### src/etbr_pkg.sv
// ----------------------------------------------------------------------------
// etbr_pkg
// Types and constants shared by the edge timing bit recovery block.
// ----------------------------------------------------------------------------
package etbr_pkg;

  localparam int CAPTURE_W = 32;
  localparam int PERIOD_W  = 17;
  localparam int HALF_W    = 16;
  localparam int CFG_IDX_W = 1;
  localparam int CFG_DATA_W = PERIOD_W;

  localparam logic [PERIOD_W-1:0] BIT_PERIOD_RST = 17'd66667;
  localparam logic [HALF_W-1:0]   HALF_PERIOD_RST = 16'd33333;

  localparam logic [CFG_IDX_W-1:0] REG_BIT_PERIOD      = 1'd0;
  localparam logic [CFG_IDX_W-1:0] REG_HALF_BIT_PERIOD = 1'd1;

  localparam logic STATUS_BIT      = 1'b0;
  localparam logic STATUS_SYNC_ERR = 1'b1;

  typedef enum logic [1:0] {
    ST_IDLE,
    ST_GAP,
    ST_LIMIT,
    ST_LOOP
  } etbr_state_t;

  typedef struct packed {
    logic take_in;
    logic sync_err;
    logic calc_gap;
    logic load_loop;
    logic emit_bit;
    logic finish;
  } etbr_cmd_t;

  typedef struct packed {
    logic fault;
    logic over_limit;
    logic bit_due;
    logic out_free;
  } etbr_sts_t;

endpackage

### src/etbr_if.sv
// ----------------------------------------------------------------------------
// etbr_if
// Handshake channels of the edge timing bit recovery block.
// ----------------------------------------------------------------------------
interface etbr_edge_if;
  logic                           valid;
  logic                           ready;
  logic [etbr_pkg::CAPTURE_W-1:0] capture_word;
  logic                           capture_error;

  modport source (output valid, output capture_word, output capture_error, input ready);
  modport sink   (input valid, input capture_word, input capture_error, output ready);
endinterface

interface etbr_bit_if;
  logic valid;
  logic ready;
  logic status;
  logic bit_value;
  logic last;

  modport source (output valid, output status, output bit_value, output last, input ready);
  modport sink   (input valid, input status, input bit_value, input last, output ready);
endinterface

### src/edge_timing_bit_recovery_nrzi.sv
// ----------------------------------------------------------------------------
// edge_timing_bit_recovery_nrzi
// Slices edge timestamps into bit periods and emits NRZI-decoded bits.
// ----------------------------------------------------------------------------
// The in_edge channel takes one capture word per line edge: a free-running
// timestamp whose bit 0 gives the polarity, and a capture error flag. The
// out_bit channel gives the results of that edge in order: a recovered bit
// with status 0, or a single sync error with status 1. The final result of
// an edge carries last. An edge that completes no bit period gives nothing.
// An accepted item is checked for errors and polarity in the next cycle and
// against the gap limit in the one after; a sync error is then registered.
// After that the shared phase and period adder slices one bit period per
// cycle while the receiver takes the bits, up to MAX_GAP_BITS per edge. The
// block takes a new edge only between items. When the receiver stalls, the
// result register holds and the sequencer waits before the next bit. Reset
// restores the default bit period and threshold, clears the timing state
// and sets the previous level to one. The user must write registers via the
// cfg port only while no item is in progress; the block does not check.
// ----------------------------------------------------------------------------
module edge_timing_bit_recovery_nrzi #(
  parameter int MAX_GAP_BITS = 32,
  parameter int TIME_WIDTH   = 32
) (
  input  logic                            clk,
  input  logic                            rst_n,
  input  logic                            cfg_we,
  input  logic [etbr_pkg::CFG_IDX_W-1:0]  cfg_index,
  input  logic [etbr_pkg::CFG_DATA_W-1:0] cfg_wdata,
  etbr_edge_if.sink                       in_edge,
  etbr_bit_if.source                      out_bit
);

  etbr_pkg::etbr_cmd_t cmd;
  etbr_pkg::etbr_sts_t sts;

  etbr_ctrl u_ctrl (
    .clk      (clk),
    .rst_n    (rst_n),
    .in_valid (in_edge.valid),
    .in_ready (in_edge.ready),
    .sts      (sts),
    .cmd      (cmd)
  );

  etbr_datapath #(
    .MAX_GAP_BITS (MAX_GAP_BITS),
    .TIME_WIDTH   (TIME_WIDTH)
  ) u_datapath (
    .clk              (clk),
    .rst_n            (rst_n),
    .cfg_we           (cfg_we),
    .cfg_index        (cfg_index),
    .cfg_wdata        (cfg_wdata),
    .in_capture_word  (in_edge.capture_word),
    .in_capture_error (in_edge.capture_error),
    .cmd              (cmd),
    .sts              (sts),
    .out_valid        (out_bit.valid),
    .out_ready        (out_bit.ready),
    .out_status       (out_bit.status),
    .out_bit_value    (out_bit.bit_value),
    .out_last         (out_bit.last)
  );

endmodule

### src/etbr_ctrl.sv
// ----------------------------------------------------------------------------
// etbr_ctrl
// Sequencer that steps one edge item through check, limit and bit slicing.
// ----------------------------------------------------------------------------
module etbr_ctrl (
  input  logic                clk,
  input  logic                rst_n,
  input  logic                in_valid,
  output logic                in_ready,
  input  etbr_pkg::etbr_sts_t sts,
  output etbr_pkg::etbr_cmd_t cmd
);

  etbr_pkg::etbr_state_t state_r, state_nxt;

  always_ff @(posedge clk) begin
    if (!rst_n) begin
      state_r <= etbr_pkg::ST_IDLE;
    end else begin
      state_r <= state_nxt;
    end
  end

  always_comb begin
    state_nxt = state_r;
    case (state_r)
      etbr_pkg::ST_IDLE: begin
        if (in_valid) state_nxt = etbr_pkg::ST_GAP;
      end
      etbr_pkg::ST_GAP: begin
        if (!sts.fault) begin
          state_nxt = etbr_pkg::ST_LIMIT;
        end else if (sts.out_free) begin
          state_nxt = etbr_pkg::ST_IDLE;
        end
      end
      etbr_pkg::ST_LIMIT: begin
        if (!sts.over_limit) begin
          state_nxt = etbr_pkg::ST_LOOP;
        end else if (sts.out_free) begin
          state_nxt = etbr_pkg::ST_IDLE;
        end
      end
      etbr_pkg::ST_LOOP: begin
        if (!sts.bit_due) state_nxt = etbr_pkg::ST_IDLE;
      end
      default: state_nxt = etbr_pkg::ST_IDLE;
    endcase
  end

  always_comb begin
    in_ready = 1'b0;
    cmd      = '0;
    case (state_r)
      etbr_pkg::ST_IDLE: begin
        in_ready    = 1'b1;
        cmd.take_in = in_valid;
      end
      etbr_pkg::ST_GAP: begin
        cmd.calc_gap = !sts.fault;
        cmd.sync_err = sts.fault && sts.out_free;
      end
      etbr_pkg::ST_LIMIT: begin
        cmd.load_loop = !sts.over_limit;
        cmd.sync_err  = sts.over_limit && sts.out_free;
      end
      etbr_pkg::ST_LOOP: begin
        cmd.emit_bit = sts.bit_due && sts.out_free;
        cmd.finish   = !sts.bit_due;
      end
      default: begin
        in_ready = 1'b0;
      end
    endcase
  end

endmodule

### src/etbr_datapath.sv
// ----------------------------------------------------------------------------
// etbr_datapath
// Timing state, shared phase and period unit, and the result register.
// ----------------------------------------------------------------------------
module etbr_datapath #(
  parameter int MAX_GAP_BITS = 32,
  parameter int TIME_WIDTH   = 32
) (
  input  logic                             clk,
  input  logic                             rst_n,
  input  logic                             cfg_we,
  input  logic [etbr_pkg::CFG_IDX_W-1:0]   cfg_index,
  input  logic [etbr_pkg::CFG_DATA_W-1:0]  cfg_wdata,
  input  logic [etbr_pkg::CAPTURE_W-1:0]   in_capture_word,
  input  logic                             in_capture_error,
  input  etbr_pkg::etbr_cmd_t              cmd,
  output etbr_pkg::etbr_sts_t              sts,
  output logic                             out_valid,
  input  logic                             out_ready,
  output logic                             out_status,
  output logic                             out_bit_value,
  output logic                             out_last
);

  localparam int PW = etbr_pkg::PERIOD_W;
  localparam int HW = etbr_pkg::HALF_W;
  localparam int TW = TIME_WIDTH;
  localparam int GW = PW + $clog2(MAX_GAP_BITS);
  localparam int SW = GW + 1;
  localparam int CW = (TW > GW) ? TW : GW;

  logic [PW-1:0] bit_period_r;
  logic [HW-1:0] half_period_r;
  logic [GW-1:0] limit_r;
  logic [TW-1:0] word_r;
  logic          err_r;
  logic [TW-1:0] last_edge_r;
  logic [TW-1:0] gap_full_r;
  logic [GW-1:0] gap_r;
  logic [PW-1:0] phase_r;
  logic [PW-1:0] bit_phase_r;
  logic [PW-1:0] high_time_r;
  logic          prev_level_r;
  logic          out_valid_r;
  logic          out_status_r;
  logic          out_bit_value_r;
  logic          out_last_r;

  logic [PW-1:0] period_eff;
  logic [SW-1:0] sum;
  logic [SW-1:0] rem;
  logic [PW-1:0] add;
  logic [PW:0]   ht_sum;
  logic          level;
  logic          high;
  logic          out_free;

  assign period_eff = (bit_period_r == '0) ? PW'(1) : bit_period_r;
  assign high       = word_r[0];
  assign sum        = SW'(phase_r) + SW'(gap_r);
  assign rem        = sum - SW'(period_eff);
  assign add        = period_eff - phase_r;
  assign ht_sum     = {1'b0, high_time_r} + (high ? {1'b0, add} : '0);
  assign level      = (ht_sum >= (PW+1)'(half_period_r));
  assign out_free   = !out_valid_r || out_ready;

  always_comb begin
    sts.fault      = err_r || (word_r[0] == last_edge_r[0]);
    sts.over_limit = CW'(gap_full_r) > CW'(limit_r);
    sts.bit_due    = sum >= SW'(period_eff);
    sts.out_free   = out_free;
  end

  always_ff @(posedge clk) begin
    if (!rst_n) begin
      bit_period_r  <= etbr_pkg::BIT_PERIOD_RST;
      half_period_r <= etbr_pkg::HALF_PERIOD_RST;
    end else if (cfg_we) begin
      case (cfg_index)
        etbr_pkg::REG_BIT_PERIOD:      bit_period_r  <= cfg_wdata;
        etbr_pkg::REG_HALF_BIT_PERIOD: half_period_r <= cfg_wdata[HW-1:0];
        default: ;
      endcase
    end
  end

  always_ff @(posedge clk) begin
    limit_r <= GW'(period_eff) * GW'(MAX_GAP_BITS);
  end

  always_ff @(posedge clk) begin
    if (cmd.take_in) begin
      word_r <= TW'(in_capture_word);
      err_r  <= in_capture_error;
    end
    if (cmd.calc_gap) begin
      gap_full_r <= word_r - last_edge_r;
    end
    if (cmd.load_loop) begin
      gap_r   <= GW'(gap_full_r);
      phase_r <= (bit_phase_r >= period_eff) ? period_eff - PW'(1) : bit_phase_r;
    end else if (cmd.emit_bit) begin
      gap_r   <= GW'(rem);
      phase_r <= '0;
    end
  end

  always_ff @(posedge clk) begin
    if (!rst_n) begin
      last_edge_r  <= '0;
      bit_phase_r  <= '0;
      high_time_r  <= '0;
      prev_level_r <= 1'b1;
    end else begin
      if (cmd.calc_gap) begin
        last_edge_r <= word_r;
      end
      if (cmd.emit_bit) begin
        high_time_r  <= '0;
        prev_level_r <= level;
      end else if (cmd.finish) begin
        bit_phase_r <= sum[PW-1:0];
        if (high) high_time_r <= high_time_r + gap_r[PW-1:0];
      end
    end
  end

  always_ff @(posedge clk) begin
    if (!rst_n) begin
      out_valid_r <= 1'b0;
    end else if (cmd.sync_err || cmd.emit_bit) begin
      out_valid_r <= 1'b1;
    end else if (out_ready) begin
      out_valid_r <= 1'b0;
    end
  end

  always_ff @(posedge clk) begin
    if (cmd.sync_err) begin
      out_status_r    <= etbr_pkg::STATUS_SYNC_ERR;
      out_bit_value_r <= 1'b0;
      out_last_r      <= 1'b1;
    end else if (cmd.emit_bit) begin
      out_status_r    <= etbr_pkg::STATUS_BIT;
      out_bit_value_r <= (level == prev_level_r);
      out_last_r      <= (rem < SW'(period_eff));
    end
  end

  assign out_valid     = out_valid_r;
  assign out_status    = out_status_r;
  assign out_bit_value = out_bit_value_r;
  assign out_last      = out_last_r;

endmodule

### src/flat_wrapper.sv
// flat-port wrapper written by rule: the top's interface ports become plain ports
module edge_timing_bit_recovery_nrzi_flat 
#(
  parameter int MAX_GAP_BITS = 32,
  parameter int TIME_WIDTH   = 32
)
  (clk, rst_n, cfg_we, cfg_index, cfg_wdata, in_edge_valid, in_edge_capture_word, in_edge_capture_error, in_edge_ready, out_bit_valid, out_bit_status, out_bit_bit_value, out_bit_last, out_bit_ready);
  etbr_edge_if in_edge_i ();
  etbr_bit_if out_bit_i ();
  input  logic clk;
  input  logic rst_n;
  input  logic cfg_we;
  input  logic [etbr_pkg::CFG_IDX_W-1:0] cfg_index;
  input  logic [etbr_pkg::CFG_DATA_W-1:0] cfg_wdata;
  input wire logic [$bits(in_edge_i.valid)-1:0] in_edge_valid;
  input wire logic [$bits(in_edge_i.capture_word)-1:0] in_edge_capture_word;
  input wire logic [$bits(in_edge_i.capture_error)-1:0] in_edge_capture_error;
  output wire logic [$bits(in_edge_i.ready)-1:0] in_edge_ready;
  output wire logic [$bits(out_bit_i.valid)-1:0] out_bit_valid;
  output wire logic [$bits(out_bit_i.status)-1:0] out_bit_status;
  output wire logic [$bits(out_bit_i.bit_value)-1:0] out_bit_bit_value;
  output wire logic [$bits(out_bit_i.last)-1:0] out_bit_last;
  input wire logic [$bits(out_bit_i.ready)-1:0] out_bit_ready;
  assign in_edge_i.valid = in_edge_valid;
  assign in_edge_i.capture_word = in_edge_capture_word;
  assign in_edge_i.capture_error = in_edge_capture_error;
  assign in_edge_ready = in_edge_i.ready;
  assign out_bit_valid = out_bit_i.valid;
  assign out_bit_status = out_bit_i.status;
  assign out_bit_bit_value = out_bit_i.bit_value;
  assign out_bit_last = out_bit_i.last;
  assign out_bit_i.ready = out_bit_ready;
  edge_timing_bit_recovery_nrzi #(.MAX_GAP_BITS(MAX_GAP_BITS), .TIME_WIDTH(TIME_WIDTH)) u_core (.clk(clk), .rst_n(rst_n), .cfg_we(cfg_we), .cfg_index(cfg_index), .cfg_wdata(cfg_wdata), .in_edge(in_edge_i), .out_bit(out_bit_i));
endmodule
### config.mk
export PLATFORM = sky130hd
export DESIGN_NAME = edge_timing_bit_recovery_nrzi_flat
export DESIGN_NICKNAME = d
export VERILOG_FILES = /design/src/etbr_pkg.sv /design/src/etbr_if.sv /design/src/edge_timing_bit_recovery_nrzi.sv /design/src/etbr_ctrl.sv /design/src/etbr_datapath.sv /design/src/flat_wrapper.sv
export SDC_FILE = /design/constraint.sdc
export NUM_CORES = 1
export LEC_CHECK = 0
export BUFFER_PORTS_ARGS = -buffer_cell sky130_fd_sc_hd__buf_2
export CAP_MARGIN = 20
export CELL_PAD_IN_SITES_DETAIL_PLACEMENT = 1
export CELL_PAD_IN_SITES_GLOBAL_PLACEMENT = 1
export CORE_ASPECT_RATIO = 0.6
export CORE_MARGIN = 2
export CORE_UTILIZATION = 44
export DETAILED_ROUTE_END_ITERATION = 10
export PLACE_DENSITY_LB_ADDON = 0.1
export SYNTH_ARGS = -nofsm -noshare
export SYNTH_HDL_FRONTEND = slang
export SYNTH_SLANG_ARGS = --single-unit
### constraint.sdc
create_clock -name clk -period 6.05 [get_ports clk]
set_clock_uncertainty 0.1 [all_clocks]
set_input_delay 0 -clock clk [delete_from_list [all_inputs] [get_ports clk]]
set_output_delay 0 -clock clk [all_outputs]
set_load 0.05 [all_outputs]
# --- Yosys cells after proc, flatten, opt, wreduce, memory -nomap -nowiden ---
# Cells that the tools add are included.
# Widths: inputs -> output; s select.
word_totals:
  reg_bits: 227
  elab_cells: 80
  input_bits: 56
  out_inout_bits: 5
op_classes:
  magnitude_cmp: 5
  bitwise_logic: 3
  muxes: 21
  n_eq_ne: 7
  addsub: 7
  n_reduce_logical: 20
ops:
  columns: ["cell", "n"]
  rows:
  - ["$mux 17", 5]
  - ["$mux 22", 2]
  - ["$gt 32x22->1", 1]
  - ["$sub 32x32->32", 1]
  - ["$add 17x22->23", 1]
  - ["$ge 23x17->1", 1]
  - ["$lt 23x17->1", 1]
  - ["$sub 23x17->23", 1]
  - ["$add 17x17->18", 1]
  - ["$ge 18x16->1", 1]
  - ["$add 17x17->17", 1]
  - ["$ge 17x17->1", 1]
  - ["$logic_not 17->1", 1]
  - ["$sub 17x1->17 const B", 1]
  - ["$sub 17x17->17", 1]
  - ["$mux 2", 6]
  - ["$reduce_and 2->1", 5]
  - ["$pmux 2 s4", 1]
  - ["$mux 1", 6]
  - ["$eq 2x2->1 const B", 2]
  - ["$logic_not 1->1", 4]
  - ["$ne 2x2->1 const B", 2]
  - ["$reduce_bool 2->1", 2]
  - ["$logic_and 1x1->1", 3]
  - ["7 further kinds", 12]

# --- Logic depth before layout (Yosys ltp) ---
logic_depth:
  ltp_word: 7
  mapped_depth: 30
  depth_no_buf: 30

# --- Cells and area by module ---
# Synthesis repeated with hierarchy kept, for this count alone.
hier_totals:
  hier_cells: 1692
  hier_area_um2: 15418.5
modules_own_cells:
  columns: ["mod", "instances", "seq_area_each_um2", "area_each_um2", "cells_per_inst"]
  rows:
  - ["etbr_datapath", 1, 5545.3, 15195.8, 1663]
  - ["etbr_ctrl", 1, 40.0, 222.7, 29]

# --- Worst setup path before layout ---
# No wires, ideal clock.
synth_timing:
  path_type: "reg-to-reg"
  start: "register u_core.u_datapath.bit_period_r[6]"
  end: "register u_core.u_datapath.out_bit_value_r (netlist: u_core.u_datapath.out_bit_value)"
  setup_slack_ns: 0.232
  path_stages_with_launch: 31
  arrival_ns: 5.627
  setup_ns: 0.091
  required_ns: 5.859
  period_less_slack_ns: 5.818
  n_path_buf: 0
  cell_sequence: "dfxtp_1 inv_1 nand4_1 nor4_1 nand4_1 nor4_1 a31oi_1 ha_1 fa_1 nor2b_1 o21ai_0 nand2b_1 a31oi_1 o21ai_0 a21o_1 a21oi_1 xor2_1 nor2_1 ha_1 or3_1 a2111oi_2 nor3_1 a21o_1 a211oi_1 nor2_1 ha_1 a2111oi_0 o21ai_0 nor3_2 xnor2_1 a311oi_1"
synth_between:
  elab_chain_len: 7
  elab_cells_between_ends: 10
  cone_classes: "add/sub: 2; order compare: 2; eq/ne: 1; mux: 3; reduce/logical: 2"
synth_lines:
  columns: ["element", "line_no", "text"]
  rows:
  - ["start: declaration", "etbr_datapath.sv:32", "logic [PW-1:0] bit_period_r;"]
  - ["start signal: assignment", "etbr_datapath.sv:76", "bit_period_r <= etbr_pkg::BIT_PERIOD_RST;"]
  - ["start signal: assignment", "etbr_datapath.sv:80", "etbr_pkg::REG_BIT_PERIOD: bit_period_r <= cfg_wdata;"]
  - ["$logic_not 17->1", "etbr_datapath.sv:58", "assign period_eff = (bit_period_r == '0) ? PW'(1) : bit_period_r;"]
  - ["$mux 17 (*)", "etbr_datapath.sv:58", null]
  - ["$sub 17x17->17", "etbr_datapath.sv:62", "assign add = period_eff - phase_r;"]
  - ["$mux 17", "etbr_datapath.sv:63", "assign ht_sum = {1'b0, high_time_r} + (high ? {1'b0, add} : '0);"]
  - ["$add 17x17->18", "etbr_datapath.sv:63", null]
  - ["$ge 18x16->1", "etbr_datapath.sv:64", "assign level = (ht_sum >= (PW+1)'(half_period_r));"]
  - ["$eq 1x1->1", "etbr_datapath.sv:145", "out_bit_value_r <= (level == prev_level_r);"]
  - ["end signal: assignment", "etbr_datapath.sv:145", null]
  - ["end: declaration", "etbr_datapath.sv:46", "logic out_bit_value_r;"]
# Mark *: on every way between the ends. The rest lies on a longest branch, timed or not.
# A chain may end at the register's enable or synchronous reset.

# --- Worst setup path in the final report ---
layout_timing:
  start: "register u_core.u_datapath.bit_period_r[8]"
  end: "register u_core.u_datapath.out_bit_value_r (netlist: u_core.u_datapath.out_bit_value)"
# The elaborated chain is that of the path after synthesis.

==> flow_summary.yaml <==
run_status:
  status: "finished, violations left"
  failed_checks: "setup timing"
logic_synthesis:
  ys_async_sr_fraction_pct: 0
  synth_top_family_by_area: "compound AO/OA/AOI/OAI gates"
  synth_xor_area_share_pct: 6.48
  synth.avg_cell_area_um2: 9.07
  synth-simple-area-share_pct: 15.7
  synth_cells: 1699
  ys_seq_elements: 227
  synth_edf_count: 104
  syn-cell-area_mm2: 0.0154
  synth_cell_types: 77
  synth_nets: 1949
  synth_fa_ha_area_share_pct: 16.0
  synth_compound_area_share_pct: 18.3
  ys_seq_area_share_pct: 36.3
  yosys-mux-area-fraction_pct: 2.41
  synth-warning-count: 0
  ys.flop_type: "dfxtp_1"
clock_network:
  htree_num_levels: 1
  cts-root-buf: "clkbuf_16"
  clk_latency_ps: 560
  cts_buffer_depth: 3
  clk_pin_slew_ps: 70
  clock-sinks: 227
  cts_tree: "yes"
  cts_made_buffers: 25
cells_and_area:
  nNetsFinal: 2136
  multi_input_area_mm2: 0.00931
  insertedDiodeCount: 0
  fillerInstances: 4038
  stdcell_area_mm2: 0.0185
  area_growth_pct: 20.2
  final_layout_size_suffix_gt1_share_pct: 15.7
  regArea_mm2: 0.00559
  stdcell_count: 2372
floorplanning:
  start_util_pct: 44.3
  coreArea_mm2: 0.0347
  die_height_um: 149
  num_io_pins: 61
  row_count: 53
  die_area_mm2: 0.0366
  fp.dieW_um: 246
worst_hold_path:
  whs_path_depth: 4
  min_path_type: "primary input to flop"
drt:
  drtIter0Drc: 721
  drt-wirelength-per-cell_um: 20.4
  drc_errors: 0
  first_pass_iters: 5
  wl_um: 48400
  postRouteAntennaNets: 0
  vias: 13109
  viasPerCell: 5.53
global_route:
  track_usage_pct: 26.6
  grt_max_degree: 70
  antenna_found_initial: 2
  grt_pass1_wl_um: 76100
  grt.overflow.total: 0
  grt_pass1_vias: 13457
sta:
  setup_viol: 2
  slew_viol_final: 0
  finalHoldViolations: 0
  worst_pin_slew_ps: 866
  fin_crit_sh_pct: 103
  setup_tns_ps: -217
  fmax_mhz: 160
  relSlewSlack_pct: 42.3
  min_period_ps: 6250
  rsz0062_at_grt: "true"
  fin_ws_ps: -203
power_and_ir_drop:
  p_clk_share_pct: 41.7
  pwr-share-comb_pct: 15.8
  power.internal_mw: 2.93
  peakVddDrop_v: 0.000181
  power_frac_seq_pct: 42.5
  p_leak_nw: 7.61
  netSwitchingPower_mw: 1.09
  fin_total_pwr_mw: 4.02
  powerDensity_mw_per_mm2: 217
  p_sw_share_pct: 27.2
place:
  pre_cts_ws_ps: -706
  gp_congestion: 0.884
  dp.final_hpwl_um: 36600
  place_area_mm2: 0.0167
  port-buffer-count: 60
  dp_cells: 2251
setup_path:
  crit_path_start_kind: "flop"
  slowest_delay_ps: 400
  critical_path.slowest_cell: "a2111oi_4"
  cp_data_arrival_time_ps: 6590
  path_max_fanout: 3
  reg2regPathDepth: 32
  cp-end-kind: "flop"
  required_ps: 6390
  path_class: "flop to flop"
job:
  drv_cap: 0
[cell families after synthesis]
logic type / after synthesis
adder cells (fa/ha/maj): 194
AO/OA/AOI/OAI: 421
flip-flops: 227
AND/OR/NAND/NOR: 518
buffers and inverters: 190
multiplexers: 35
XOR/XNOR: 114
[worst max-delay path, delay by kind of cell, from the launching register on]
kind	cells	cell delay, ps
compound gates	12	2190
simple gates	11	1940
fa+ha+maj	4	950
buf+inv	3	370
flops	1	330
xor+xnor	2	220
[flip-flops by register name (all words and copies together), names as in the netlist, 2 cells and up]
| name | cells |
|---|---|
| u_core.u_datapath.high_time_r | 17 |
| u_core.u_ctrl.state_r | 2 |
| u_core.u_datapath.half_period_r | 16 |
| u_core.u_datapath.gap_full_r | 32 |
| u_core.u_datapath.limit_r | 17 |
| u_core.u_datapath.gap_r | 22 |
| u_core.u_datapath.phase_r | 17 |
| u_core.u_datapath.bit_period_r | 17 |
| u_core.u_datapath.word_r | 32 |
| u_core.u_datapath.last_edge_r | 32 |
| u_core.u_datapath.bit_phase_r | 17 |
[timing repair]
item / CTS / global route
setup buffers: 10 / 14
hold buffers: 55 / 0
setup endpoints to repair: 3 / 4
endpoints found under the hold margin: 92 / 0
pin swaps: 6 / 34
resized for setup: 22 / 45
[power by group through the flow]
stage	combinational (mW)	sequential, mW	clock, mW
floorplan	0.388	1.73	0
detailed placement	0.577	1.74	0
CTS	0.620	1.71	1.70
finish	0.636	1.71	1.68
global placement	0.555	1.74	0
global route	0.708	1.71	1.75
[cell type report]
| class | count | share of cell area, % |
|---|---|---|
| Multi-Input combinational cell | 1282 | 50.3 |
| Sequential cell | 227 | 30.2 |
| Timing Repair Buffer | 216 | 8.92 |
| Clock buffer | 34 | 3.95 |
| Tap cell | 467 | 3.16 |
| Inverter | 134 | 2.73 |
| Clock inverter | 12 | 0.784 |
[cell usage in the layout (no fill, tap or decap), types with 60 or more instances in the layout]
cell type  synthesis  layout
buf_4              1      97
buf_2              3      60
ha_1             188     184
edfxtp_1         104     104
nor2_1           107     107
dfxtp_1          123     119
inv_1            133     126
nand2_1          210     210
xnor2_1           86      86
a21oi_1          104      96
[worst paths after layout]
kind | slack (ps) | from | endpoint
worst min register to register | 320 | u_core.u_datapath.bit_period_r[13] | u_core.u_datapath.limit_r[18]
worst max register to register | -200 | u_core.u_datapath.bit_period_r[8] | u_core.u_datapath.out_bit_value
worst min-delay path | 40 | cfg_we | u_core.u_datapath.half_period_r[7]
worst max-delay path | -200 | u_core.u_datapath.bit_period_r[8] | u_core.u_datapath.out_bit_value
[cells in the mapped netlist, drive strengths merged, types with 13 or more instances]
cell type | count | area, um^2
a211oi | 32 | 250
a21boi | 56 | 420
a21o | 47 | 353
a21oi | 107 | 547
a31oi | 13 | 87.6
clkbuf | 46 | 174
dfxtp | 123 | 2460
edfxtp | 104 | 3120
ha | 188 | 2350
inv | 133 | 499
mux2 | 17 | 191
mux2i | 18 | 180
nand2 | 212 | 806
nand2b | 22 | 138
nand3 | 33 | 165
nand4 | 20 | 125
nor2 | 108 | 408
nor2b | 38 | 238
nor3 | 28 | 145
o211ai | 17 | 128
o21a | 21 | 158
o21ai | 72 | 368
xnor2 | 86 | 753
xor2 | 28 | 245
[per-layer routing]
| metal | part of all wire, % | global-route usage, % | vias up | routed length [um] |
|---|---|---|---|---|
| li1 | - | - | 6389 | - |
| met1 | 52 | 40.5 | 6470 | 25100 |
| met2 | 42 | 39.5 | 200 | 20200 |
| met3 | 4.9 | 4.37 | 50 | 2390 |
| met4 | 1.5 | 4.79 | 0 | 739 |
| met5 | 0 | 0 | - | 0 |
[through the flow]
step           hold slack (ps)  utilization (%)
6_report                  38.0             53.3
3_3_place_gp              76.0             48.1
5_1_grt                   48.5             53.3
2_1_floorplan            -1.13                -
3_5_place_dp              78.4             48.1
4_1_cts                  0.394             52.7
Note: power is estimated with default switching activity, not from simulation.
